[config.mk]
export PLATFORM = sky130hd
export DESIGN_NAME = decimal_bignum_power_core
export DESIGN_NICKNAME = d
export VERILOG_FILES = /design/src/rtl/dbp_pkg.sv /design/src/rtl/decimal_bignum_power_core.sv
export SDC_FILE = /design/constraint.sdc
export NUM_CORES = 2
export LEC_CHECK = 0
export ABC_AREA = 0
export BUFFER_PORTS_ARGS = -buffer_cell sky130_fd_sc_hd__buf_2
export CAP_MARGIN = 20
export CORE_MARGIN = 2
export CORE_UTILIZATION = 60
export DETAILED_ROUTE_END_ITERATION = 12
export GPL_TIMING_DRIVEN = 1
export PLACE_DENSITY = 0.76
export SLEW_MARGIN = 25
export SYNTH_ARGS = -nofsm -noshare
export SYNTH_HDL_FRONTEND = slang
export SYNTH_SLANG_ARGS = --single-unit
[constraint.sdc]
create_clock -name clk -period 12 [get_ports clk]
set_clock_uncertainty 0.05 [all_clocks]
set_input_delay 3 -clock clk [delete_from_list [all_inputs] [get_ports clk]]
set_output_delay 3 -clock clk [all_outputs]
set_load 0.01 [all_outputs]
[src/rtl/dbp_pkg.sv]
// Package for the decimal big-integer power core.
// Holds transaction payload types and shared sizing constants; no dependencies.
package dbp_pkg;

	localparam int MAX_DIGITS_DEF = 128;
	localparam int BASE_DIGITS    = 10;

	typedef struct packed {
		logic [30:0] base;
		logic [15:0] exponent;
	} in_t;

	typedef struct packed {
		logic [15:0] bcd_group;
		logic [2:0]  digits_valid;
		logic        last;
		logic        overflow;
	} out_t;

endpackage

[src/rtl/decimal_bignum_power_core.sv]
// Decimal big-integer power core: base^exponent as BCD groups, MSD first.
// Depends on dbp_pkg (payload types, size defaults).
//
// One transaction is taken at a time. The base is converted to decimal with
// one shift-add-3 step per cycle, then 16 squarings and one multiply by the
// base per set exponent bit run on a single digit multiply-accumulate that
// reads two digits of the accumulator memory per cycle. Each product sweeps
// all MAX_DIGITS columns (init, multiply-accumulate, divide by ten) and then
// copies the product back into the accumulator. Output reads the result one
// digit at a time and holds each BCD group until it is taken.
// With 128 digits, the fixed 128-column pass and copy-back of each of up to
// 32 products set most of the run time of a full-size result. Exponent zero
// gives 1, base zero with a nonzero exponent gives 0; both present their
// result the cycle after the transaction is accepted.
module decimal_bignum_power_core #(
	parameter int MAX_DIGITS = dbp_pkg::MAX_DIGITS_DEF
) (
	input  logic          clk,
	input  logic          arst_n,
	input  logic          in_valid,
	output logic          in_ready,
	input  dbp_pkg::in_t  in_data,
	output logic          out_valid,
	input  logic          out_ready,
	output dbp_pkg::out_t out_data
);

	localparam int IDX_W = $clog2(MAX_DIGITS);
	localparam int LEN_W = $clog2(MAX_DIGITS + 1);
	localparam int SUM_W = $clog2(MAX_DIGITS * 90 + 10);
	localparam int DIV_S = SUM_W + 4;
	localparam int DIV_M = ((1 << DIV_S) + 9) / 10;
	localparam int PRD_W = SUM_W + DIV_S;
	localparam int BCD_W = 4 * dbp_pkg::BASE_DIGITS;

	localparam logic [3:0] ST_IDLE   = 4'd0;
	localparam logic [3:0] ST_CONV   = 4'd1;
	localparam logic [3:0] ST_NBASE  = 4'd2;
	localparam logic [3:0] ST_MSTART = 4'd3;
	localparam logic [3:0] ST_CINIT  = 4'd4;
	localparam logic [3:0] ST_MAC    = 4'd5;
	localparam logic [3:0] ST_DIV1   = 4'd6;
	localparam logic [3:0] ST_DIV2   = 4'd7;
	localparam logic [3:0] ST_CHECK  = 4'd8;
	localparam logic [3:0] ST_COPY   = 4'd9;
	localparam logic [3:0] ST_NEXT   = 4'd10;
	localparam logic [3:0] ST_ERD    = 4'd11;
	localparam logic [3:0] ST_EGET   = 4'd12;
	localparam logic [3:0] ST_OUT    = 4'd13;

	logic [3:0]       state_q;
	logic [30:0]      shreg_q;
	logic [4:0]       conv_cnt_q;
	logic [BCD_W-1:0] base_bcd_q;
	logic [3:0]       nbase_q;
	logic [15:0]      exp_q;
	logic [3:0]       bit_q;
	logic             mode_sq_q;
	logic [LEN_W-1:0] na_q, nb_q, k_q, i_q, hi_q, len_q, c_q, pos_q;
	logic [SUM_W-1:0] sum_q, carry_q, quo_q;
	logic [15:0]      val_q;
	logic [2:0]       cnt_q;
	dbp_pkg::out_t    out_q;

	logic [3:0] acc_mem [MAX_DIGITS];
	logic [3:0] prod_mem [MAX_DIGITS];
	logic [3:0] acc_a_s1, acc_b_s1, base_s1, prod_s1;
	logic       rdv_s1, cpv_s1;
	logic [IDX_W-1:0] cpa_s1;

	logic [IDX_W-1:0] acc_ra, acc_rb, acc_wa;
	logic             acc_we;
	logic [3:0]       acc_wd;
	logic [LEN_W-1:0] diff;
	logic [BCD_W-1:0] bcd_adj;
	logic [3:0]       nbase_c;
	logic [LEN_W:0]   kp1;
	logic [LEN_W-1:0] lo_c, hi_c, na_m1;
	logic [PRD_W-1:0] div_prod;
	logic [SUM_W+3:0] quo_x10;
	logic [SUM_W-1:0] rem_c;
	logic [3:0]       digit_c;
	logic [7:0]       mac_prod;

	assign in_ready  = (state_q == ST_IDLE);
	assign out_valid = (state_q == ST_OUT);
	assign out_data  = out_q;

	assign diff   = k_q - i_q;
	assign acc_ra = (state_q == ST_MAC) ? i_q[IDX_W-1:0] : pos_q[IDX_W-1:0];
	assign acc_rb = diff[IDX_W-1:0];
	assign acc_we = (state_q == ST_NBASE) || ((state_q == ST_COPY) && cpv_s1);
	assign acc_wa = (state_q == ST_NBASE) ? '0 : cpa_s1;
	assign acc_wd = (state_q == ST_NBASE) ? 4'd1 : prod_s1;

	always_comb begin
		for (int d = 0; d < dbp_pkg::BASE_DIGITS; d++) begin
			if (base_bcd_q[4*d +: 4] >= 4'd5) begin
				bcd_adj[4*d +: 4] = base_bcd_q[4*d +: 4] + 4'd3;
			end else begin
				bcd_adj[4*d +: 4] = base_bcd_q[4*d +: 4];
			end
		end
	end

	always_comb begin
		nbase_c = 4'd1;
		for (int d = 0; d < dbp_pkg::BASE_DIGITS; d++) begin
			if (base_bcd_q[4*d +: 4] != 4'd0) begin
				nbase_c = 4'(d + 1);
			end
		end
	end

	assign kp1     = {1'b0, k_q} + (LEN_W+1)'(1);
	assign lo_c    = (kp1 > {1'b0, nb_q}) ? LEN_W'(kp1 - {1'b0, nb_q}) : '0;
	assign na_m1   = na_q - LEN_W'(1);
	assign hi_c    = (k_q < na_m1) ? k_q : na_m1;
	assign div_prod = PRD_W'(sum_q) * PRD_W'(DIV_M);
	assign quo_x10 = ((SUM_W+4)'(quo_q) << 3) + ((SUM_W+4)'(quo_q) << 1);
	assign rem_c   = sum_q - quo_x10[SUM_W-1:0];
	assign digit_c = rem_c[3:0];
	assign mac_prod = acc_a_s1 * (mode_sq_q ? acc_b_s1 : base_s1);

	// Memories and their registered reads.
	always_ff @(posedge clk) begin
		if (acc_we) begin
			acc_mem[acc_wa] <= acc_wd;
		end
		if (state_q == ST_DIV2) begin
			prod_mem[k_q[IDX_W-1:0]] <= digit_c;
		end
		acc_a_s1 <= acc_mem[acc_ra];
		acc_b_s1 <= acc_mem[acc_rb];
		prod_s1  <= prod_mem[c_q[IDX_W-1:0]];
		if (diff < LEN_W'(dbp_pkg::BASE_DIGITS)) begin
			base_s1 <= base_bcd_q[4*diff[3:0] +: 4];
		end else begin
			base_s1 <= 4'd0;
		end
		cpa_s1 <= c_q[IDX_W-1:0];
	end

	always_ff @(posedge clk or negedge arst_n) begin
		if (!arst_n) begin
			state_q <= ST_IDLE;
			rdv_s1  <= 1'b0;
			cpv_s1  <= 1'b0;
			na_q    <= '0;
		end else begin
			unique case (state_q)
				ST_IDLE: begin
					if (in_valid) begin
						exp_q <= in_data.exponent;
						if (in_data.exponent == 16'd0) begin
							out_q   <= '{bcd_group: 16'd1, digits_valid: 3'd1, last: 1'b1,
								overflow: 1'b0};
							state_q <= ST_OUT;
						end else if (in_data.base == 31'd0) begin
							out_q   <= '{bcd_group: 16'd0, digits_valid: 3'd1, last: 1'b1,
								overflow: 1'b0};
							state_q <= ST_OUT;
						end else begin
							shreg_q    <= in_data.base;
							base_bcd_q <= '0;
							conv_cnt_q <= 5'd0;
							state_q    <= ST_CONV;
						end
					end
				end
				ST_CONV: begin
					base_bcd_q <= {bcd_adj[BCD_W-2:0], shreg_q[30]};
					shreg_q    <= {shreg_q[29:0], 1'b0};
					conv_cnt_q <= conv_cnt_q + 5'd1;
					if (conv_cnt_q == 5'd30) begin
						state_q <= ST_NBASE;
					end
				end
				ST_NBASE: begin
					nbase_q   <= nbase_c;
					na_q      <= LEN_W'(1);
					bit_q     <= 4'd15;
					mode_sq_q <= 1'b1;
					state_q   <= ST_MSTART;
				end
				ST_MSTART: begin
					if (({1'b0, na_q} + (LEN_W+1)'(mode_sq_q ? na_q : LEN_W'(nbase_q)))
						> (LEN_W+1)'(MAX_DIGITS + 1)) begin
						out_q   <= '{bcd_group: 16'd0, digits_valid: 3'd1, last: 1'b1,
							overflow: 1'b1};
						state_q <= ST_OUT;
					end else begin
						nb_q    <= mode_sq_q ? na_q : LEN_W'(nbase_q);
						k_q     <= '0;
						carry_q <= '0;
						len_q   <= LEN_W'(1);
						state_q <= ST_CINIT;
					end
				end
				ST_CINIT: begin
					sum_q <= carry_q;
					i_q   <= lo_c;
					hi_q  <= hi_c;
					state_q <= (lo_c <= hi_c) ? ST_MAC : ST_DIV1;
				end
				ST_MAC: begin
					if (rdv_s1) begin
						sum_q <= sum_q + SUM_W'(mac_prod);
					end
					if (i_q <= hi_q) begin
						i_q    <= i_q + LEN_W'(1);
						rdv_s1 <= 1'b1;
					end else begin
						rdv_s1 <= 1'b0;
						if (!rdv_s1) begin
							state_q <= ST_DIV1;
						end
					end
				end
				ST_DIV1: begin
					quo_q   <= div_prod[PRD_W-1:DIV_S];
					state_q <= ST_DIV2;
				end
				ST_DIV2: begin
					carry_q <= quo_q;
					if (digit_c != 4'd0) begin
						len_q <= k_q + LEN_W'(1);
					end
					if (k_q == LEN_W'(MAX_DIGITS - 1)) begin
						state_q <= ST_CHECK;
					end else begin
						k_q     <= k_q + LEN_W'(1);
						state_q <= ST_CINIT;
					end
				end
				ST_CHECK: begin
					if (carry_q != '0) begin
						out_q   <= '{bcd_group: 16'd0, digits_valid: 3'd1, last: 1'b1,
							overflow: 1'b1};
						state_q <= ST_OUT;
					end else begin
						na_q    <= len_q;
						c_q     <= '0;
						cpv_s1  <= 1'b0;
						state_q <= ST_COPY;
					end
				end
				ST_COPY: begin
					if (c_q < LEN_W'(MAX_DIGITS)) begin
						c_q    <= c_q + LEN_W'(1);
						cpv_s1 <= 1'b1;
					end else begin
						cpv_s1 <= 1'b0;
						if (!cpv_s1) begin
							state_q <= ST_NEXT;
						end
					end
				end
				ST_NEXT: begin
					if (mode_sq_q && exp_q[bit_q]) begin
						mode_sq_q <= 1'b0;
						state_q   <= ST_MSTART;
					end else if (bit_q == 4'd0) begin
						pos_q   <= na_m1;
						val_q   <= '0;
						cnt_q   <= '0;
						state_q <= ST_ERD;
					end else begin
						bit_q     <= bit_q - 4'd1;
						mode_sq_q <= 1'b1;
						state_q   <= ST_MSTART;
					end
				end
				ST_ERD: begin
					state_q <= ST_EGET;
				end
				ST_EGET: begin
					if (pos_q[1:0] == 2'd0) begin
						out_q <= '{bcd_group: {val_q[11:0], acc_a_s1},
							digits_valid: cnt_q + 3'd1, last: (pos_q == '0), overflow: 1'b0};
						state_q <= ST_OUT;
					end else begin
						val_q   <= {val_q[11:0], acc_a_s1};
						cnt_q   <= cnt_q + 3'd1;
						pos_q   <= pos_q - LEN_W'(1);
						state_q <= ST_ERD;
					end
				end
				ST_OUT: begin
					if (out_ready) begin
						if (out_q.last) begin
							state_q <= ST_IDLE;
						end else begin
							val_q   <= '0;
							cnt_q   <= '0;
							pos_q   <= pos_q - LEN_W'(1);
							state_q <= ST_ERD;
						end
					end
				end
				default: begin
					state_q <= ST_IDLE;
				end
			endcase
		end
	end

	a_last_frees: assert property (@(posedge clk) disable iff (!arst_n)
		out_valid && out_ready && out_data.last |=> in_ready)
		else $error("last transaction did not return to idle");

	a_len_range: assert property (@(posedge clk) disable iff (!arst_n)
		(state_q == ST_MSTART) |-> (na_q != '0) && (na_q <= LEN_W'(MAX_DIGITS)))
		else $error("accumulator length out of range");

	a_no_overlap: assert property (@(posedge clk) disable iff (!arst_n)
		!(in_ready && out_valid))
		else $error("input taken while a result is pending");

endmodule

### Word level (Yosys, flattened, before mapping)

Memories as Yosys holds them, arrays and structs flattened. A register that Yosys moved wholly into a read port is not among the register bits.
Index checks and enable logic that the tools add are counted.

| word-level totals | value |
|---|---|
| RAM bits | 1,024 |
| flip-flop bits (word level) | 257 |
| output and inout port bits | 23 |
| memories kept | 2 |

Memories:

| memory | words | width | rd ports | clocked after Yosys merged registers in | write ports | RTL line | text |
|---|---|---|---|---|---|---|---|
| acc_mem | 128 | 4 | 2 | 2 | 1 | decimal_bignum_power_core.sv:65 | `logic [3:0] acc_mem [MAX_DIGITS];` |
| prod_mem | 128 | 4 | 1 | 1 | 1 | decimal_bignum_power_core.sv:66 | `logic [3:0] prod_mem [MAX_DIGITS];` |

| operators by class | value |
|---|---|
| muxes and demuxes | 114 |
| reductions and logical operators | 48 |
| multiply operators | 2 |
| eq/ne operators | 41 |
| $add $sub $neg | 25 |
| order comparisons | 18 |
| shifts and indexed selects | 1 |
| bitwise logic cells | 1 |

Operators by type and width:

| operator | number |
|---|---|
| $mux 4 | 33 |
| $mux 8 | 16 |
| $mux 21 | 6 |
| $mux 40 | 3 |
| $mux 31 | 3 |
| $pmux 21 s4 | 1 |
| $pmux 40 s2 | 1 |
| $pmux 8 s2 | 5 |
| $pmux 31 s2 | 1 |
| $mux 12 | 5 |
| $pmux 14 s2 | 2 |
| $pmux 4 s14 | 1 |
| $reduce_bool 4->1 | 11 |
| $ge 4x3->1 const B | 10 |
| $ne 2x2->1 const B | 20 |
| $shiftx 40x7->4 | 1 |
| $add 4x2->4 const B | 9 |
| $pmux 12 s3 | 1 |
| $logic_not 31->1 | 1 |
| $mul 14x15->29 const B | 1 |
| $mux 14 | 2 |
| $add 8x1->8 const B | 3 |
| $eq 4x4->1 const B | 6 |
| $mux 3 | 8 |
| 53 further kinds | 100 |

### Logic depth before layout (Yosys ltp)

| logic depth | value |
|---|---|
| depth after elaboration | 9 |
| mapped depth | 21 |

### Worst setup path before layout

No wires, ideal clock.

| path | value |
|---|---|
| path kind | in2reg |
| from | input in_data[0] (netlist bit) |
| to | register base_bcd_q[0] (enable) |
| path slack | 0.608 ns |
| stages on the path | 5 |
| data required time | 11.253 ns |
| data arrival time | 10.645 ns |
| library setup time | 0.697 ns |
| path buffers | 0 |
| cells stage by stage | nor4_1 > nand4_1 > o21ai_0 > and2_1 > nor4_1 |

| on the way | value |
|---|---|
| word-level cells in the longest chain between the ends | 3 |

RTL lines:

| element | RTL line | text |
|---|---|---|
| start: declaration | decimal_bignum_power_core.sv:22 | `input dbp_pkg::in_t in_data,` |
| $logic_not 16->1 | decimal_bignum_power_core.sv:155 | `if (in_data.exponent == 16'd0) begin` |
| $ne 2x2->1 (no source line) | n/a |  |
| $reduce_and 5->1 (no source line) | n/a |  |
| end signal: assignment | decimal_bignum_power_core.sv:172 | `base_bcd_q <= {bcd_adj[BCD_W-2:0], shreg_q[30]};` |
| end: declaration | decimal_bignum_power_core.sv:54 | `logic [BCD_W-1:0] base_bcd_q;` |

No other way between the ends.
A chain may end at the register's enable or synchronous reset.

### Final worst setup path

| path | value |
|---|---|
| from | register sum_q[11] |
| to | register quo_q[9], data pin |

| on the way | value |
|---|---|
| word-level cells in the longest chain between the ends | 1 |

RTL lines:

| element | RTL line | text |
|---|---|---|
| start: declaration | decimal_bignum_power_core.sv:60 | `logic [SUM_W-1:0] sum_q, carry_q, quo_q;` |
| start signal: assignment | decimal_bignum_power_core.sv:201 | `sum_q <= carry_q;` |
| start signal: assignment | decimal_bignum_power_core.sv:208 | `sum_q <= sum_q + SUM_W'(mac_prod);` |
| $mul 14x15->29 | decimal_bignum_power_core.sv:119 | `assign div_prod = PRD_W'(sum_q) * PRD_W'(DIV_M);` |
| net div_prod[27] | decimal_bignum_power_core.sv:79 | `logic [PRD_W-1:0] div_prod;` |
| end signal: assignment | decimal_bignum_power_core.sv:221 | `quo_q <= div_prod[PRD_W-1:DIV_S];` |
| end: declaration | decimal_bignum_power_core.sv:60 |  |

The timed path passes the listed nets, and every way through them passes these cells.

==> results.yml <==
clock_network:
  cts_hold_buffers: 0
  cts_buffers: 136
  root_buffer: "clkbuf_16"
  worstSkewPairLatency_ns: 0.77
  htreeDepth: 4
  clk_pin_slew_ns: 0.06
  cts_resized: 0
  cts.sinks: 1290
  clockBufferDepth: 3
  cts_tree: "done"
  post_cts_buffers: 0
global_route:
  grtUsageTotal: 0.297
  grt_max_degree: 105
  antenna_found_initial: 5
  gr-total-overflow: 0
  grt_first_pass_wirelength_um: 238000
  grt_pass1_vias: 38700
setup_path:
  path_max_fanout: 5
  end_kind: "flop"
  arrival_ns: 6.96
  worst-r2r-cell-count: 17
  required_ns: 12.45
  ff2ff_setup_slack_ns: 5.48
  crit_type: "reg2reg"
  rr_startpoint: "sum_q[11]"
  reg2reg_to: "quo_q[9]"
  start_kind: "flop"
yosys:
  synth_seq_area_share: 0.611
  ys_warn_count: 0
  synthFlopType: "edfxtp_1"
  synth-edff-count: 1253
  synth_fp_nets: 4639
  synth_area_per_cell_um2: 14.6
  async_flop_share: 0.0109
  ys_types: 65
  syn_inst: 4318
  ys_seq_elements: 1290
  netlist_area_mm2: 0.0629
floorplan:
  std_cell_rows: 118
  core_area_mm2: 0.104
  fp.dieH_um: 328
  initial_utilization: 0.606
  dieArea_mm2: 0.107
  die_w_um: 328
  io_pins: 74
final_layout:
  synthToLayoutAreaGrowth_pct: 10.2
  finalNonFillerCells: 5887
  layout-drive-gt1-share: 0.176
  fin_nets: 4715
  diodes: 0
  multi_input_area_mm2: 0.0229
  n_fill_cell: 6877
  seqCellArea_mm2: 0.0384
  finish.utilization: 0.668
power_and_ir_drop:
  vdd_drop_max_mv: 1.21
  leakagePower_nw: 24.0
  p_per_area_mw_per_mm2: 283
route:
  ant_nets: 0
  via_per_inst: 6.59
  wl_per_cell_um: 26.8
  route.detailed.drc: 0
  initialDrtViolationCount: 5072
  wl_um: 158000
  dr.pass1.iters: 6
  via_count: 38800
worst_hold_path:
  hold_start: "c_q[2]"
  hold-path-endpoint: "cpa_s1[2]"
  hold_depth: 0
  hold_path.class: "reg2reg"
sta:
  timing.fmax_mhz: 153
  finalHoldViolCount: 0
  slew_headroom: 0.256
  period_minus_slack_ns: 6.52
  tightest_slew_ns: 1.11
  slew_viol_final: 0
  rsz0062_at_grt: "no"
  period_share: 0.543
  tns_ns: 0
  hold_slack_ns: 0.424
  setup_violations: 0
place:
  io_buffers: 73
  place_inst: 5636
  gp_congestion: 0.922
  hpwl_um: 102000
run_status:
  status: "complete, no violations"
run:
  drv_cap: 0
[cell type report]
class	instances	area share
inverter	199	0.0108
timing repair buffer	156	0.0144
sequential	1290	0.555
tap	1380	0.0249
multi-input combinational	2611	0.331
clock buffer	161	0.0511
clock inverter	90	0.0133
[worst max path at each step]
stage	start	endpoint	slack [ns]	cells past startpoint
floorplan	in_data[0]	base_bcd_q[0]	0.61	5
global placement	in_data[0]	shreg_q[22]	5.15	8
detailed placement	in_data[0]	shreg_q[20]	5.44	8
CTS	sum_q[11]	quo_q[9]	5.44	17
global route	sum_q[11]	quo_q[9]	5.23	17
finish	sum_q[11]	quo_q[9]	5.48	17
[critical path: stages, from the launching register on]
cell	delay, ns
edfxtp_1	0.49
fa_1	0.58
inv_1	0.06
fa_1	0.49
fa_1	0.55
fa_1	0.44
fa_1	0.49
inv_1	0.05
fa_1	0.45
ha_1	0.32
nand4_1	0.12
a21oi_1	0.05
a2111oi_0	0.39
o211ai_1	0.26
a221o_1	0.47
o41ai_1	0.68
o21bai_1	0.15
xor2_1	0.17
[layer usage]
metal,GRT usage,share of wire,wire [µm],vias to the layer above
met4,0.0985,0.032,5080,6
met2,0.461,0.47,73900,2465
met5,0,0.00037,59,-
met3,0.0642,0.12,18400,345
met1,0.424,0.38,60400,19300
li1,-,-,-,16600
[cell usage after synthesis, types with 23 or more instances]
library cell	n	share of area
nor2_1	398	0.024
dfxtp_1	23	0.0073
mux2i_1	140	0.022
xnor2_1	52	0.0072
nand2_1	431	0.026
fa_1	72	0.023
buf_2	45	0.0036
nor4_1	69	0.0069
nand3_1	54	0.0043
a21oi_1	231	0.018
xor2_1	41	0.0057
and2_1	69	0.0069
nor3_1	57	0.0045
buf_1	33	0.0020
o22ai_1	61	0.0061
mux2_2	58	0.010
inv_1	199	0.012
nor2b_1	29	0.0029
ha_1	198	0.039
o21ai_0	74	0.0059
nand2b_1	33	0.0033
clkbuf_1	110	0.0066
edfxtp_1	1253	0.60
mux4_2	328	0.12
[where the power goes]
| part | leakage, nW | internal (mW) | switching (mW) | total [mW] |
|---|---|---|---|---|
| Clock | 2.14 | 2.40 | 1.81 | 4.21 |
| Combinational | 10.1 | 3.55 | 5.57 | 9.12 |
| Sequential | 11.7 | 6.08 | 0.183 | 6.26 |
[sequential cells by signal, summed over array words and instances, names as in the netlist, 11 cells and up]
name        flops
acc_mem       512
prod_mem      512
base_bcd_q     40
shreg_q        31
out_data       21
exp_q          16
sum_q          14
val_q          12
carry_q        11
quo_q          11
[cells by family after synthesis]
group,share of synthesized area
compound gates,0.0477
fa+ha+maj,0.0623
mux,0.151
flops,0.611
xor+xnor,0.0130
simple gates,0.0866
buf+inv,0.0282
[placed cells by master, fill, tap and decap left out, types with 12 or more instances in the layout]
cell / n
o21a_1: 15
fa_1: 71
inv_1: 198
a211oi_1: 15
ha_1: 197
nand3_1: 54
mux4_2: 328
o21ai_0: 71
edfxtp_1: 1253
a21oi_1: 229
mux2_2: 58
dfrtp_1: 14
nor2_1: 398
buf_4: 81
xnor2_1: 47
and3_1: 13
a21o_1: 19
a22oi_1: 12
nand2_1: 428
nor2b_1: 29
nand2b_1: 32
clkinv_1: 26
and2_1: 66
mux2i_1: 137
clkbuf_16: 138
nor4_1: 65
nor3_1: 54
clkbuf_1: 23
o22ai_1: 61
nand4_1: 19
xor2_1: 39
dfxtp_1: 23
bufinv_16: 12
buf_2: 73
clkinv_2: 19
[through the flow]
stage               worst slack [ns]  cell area (µm²)  power (mW)
global route                    5.23            69300        20.7
global placement                5.15            64800        15.0
CTS                             5.44            69300        19.5
detailed placement              5.44            64800        15.3
floorplan                      0.608            62900        12.7
finish                          5.48            69300        19.6
Note: power is estimated with default switching activity, not from simulation.
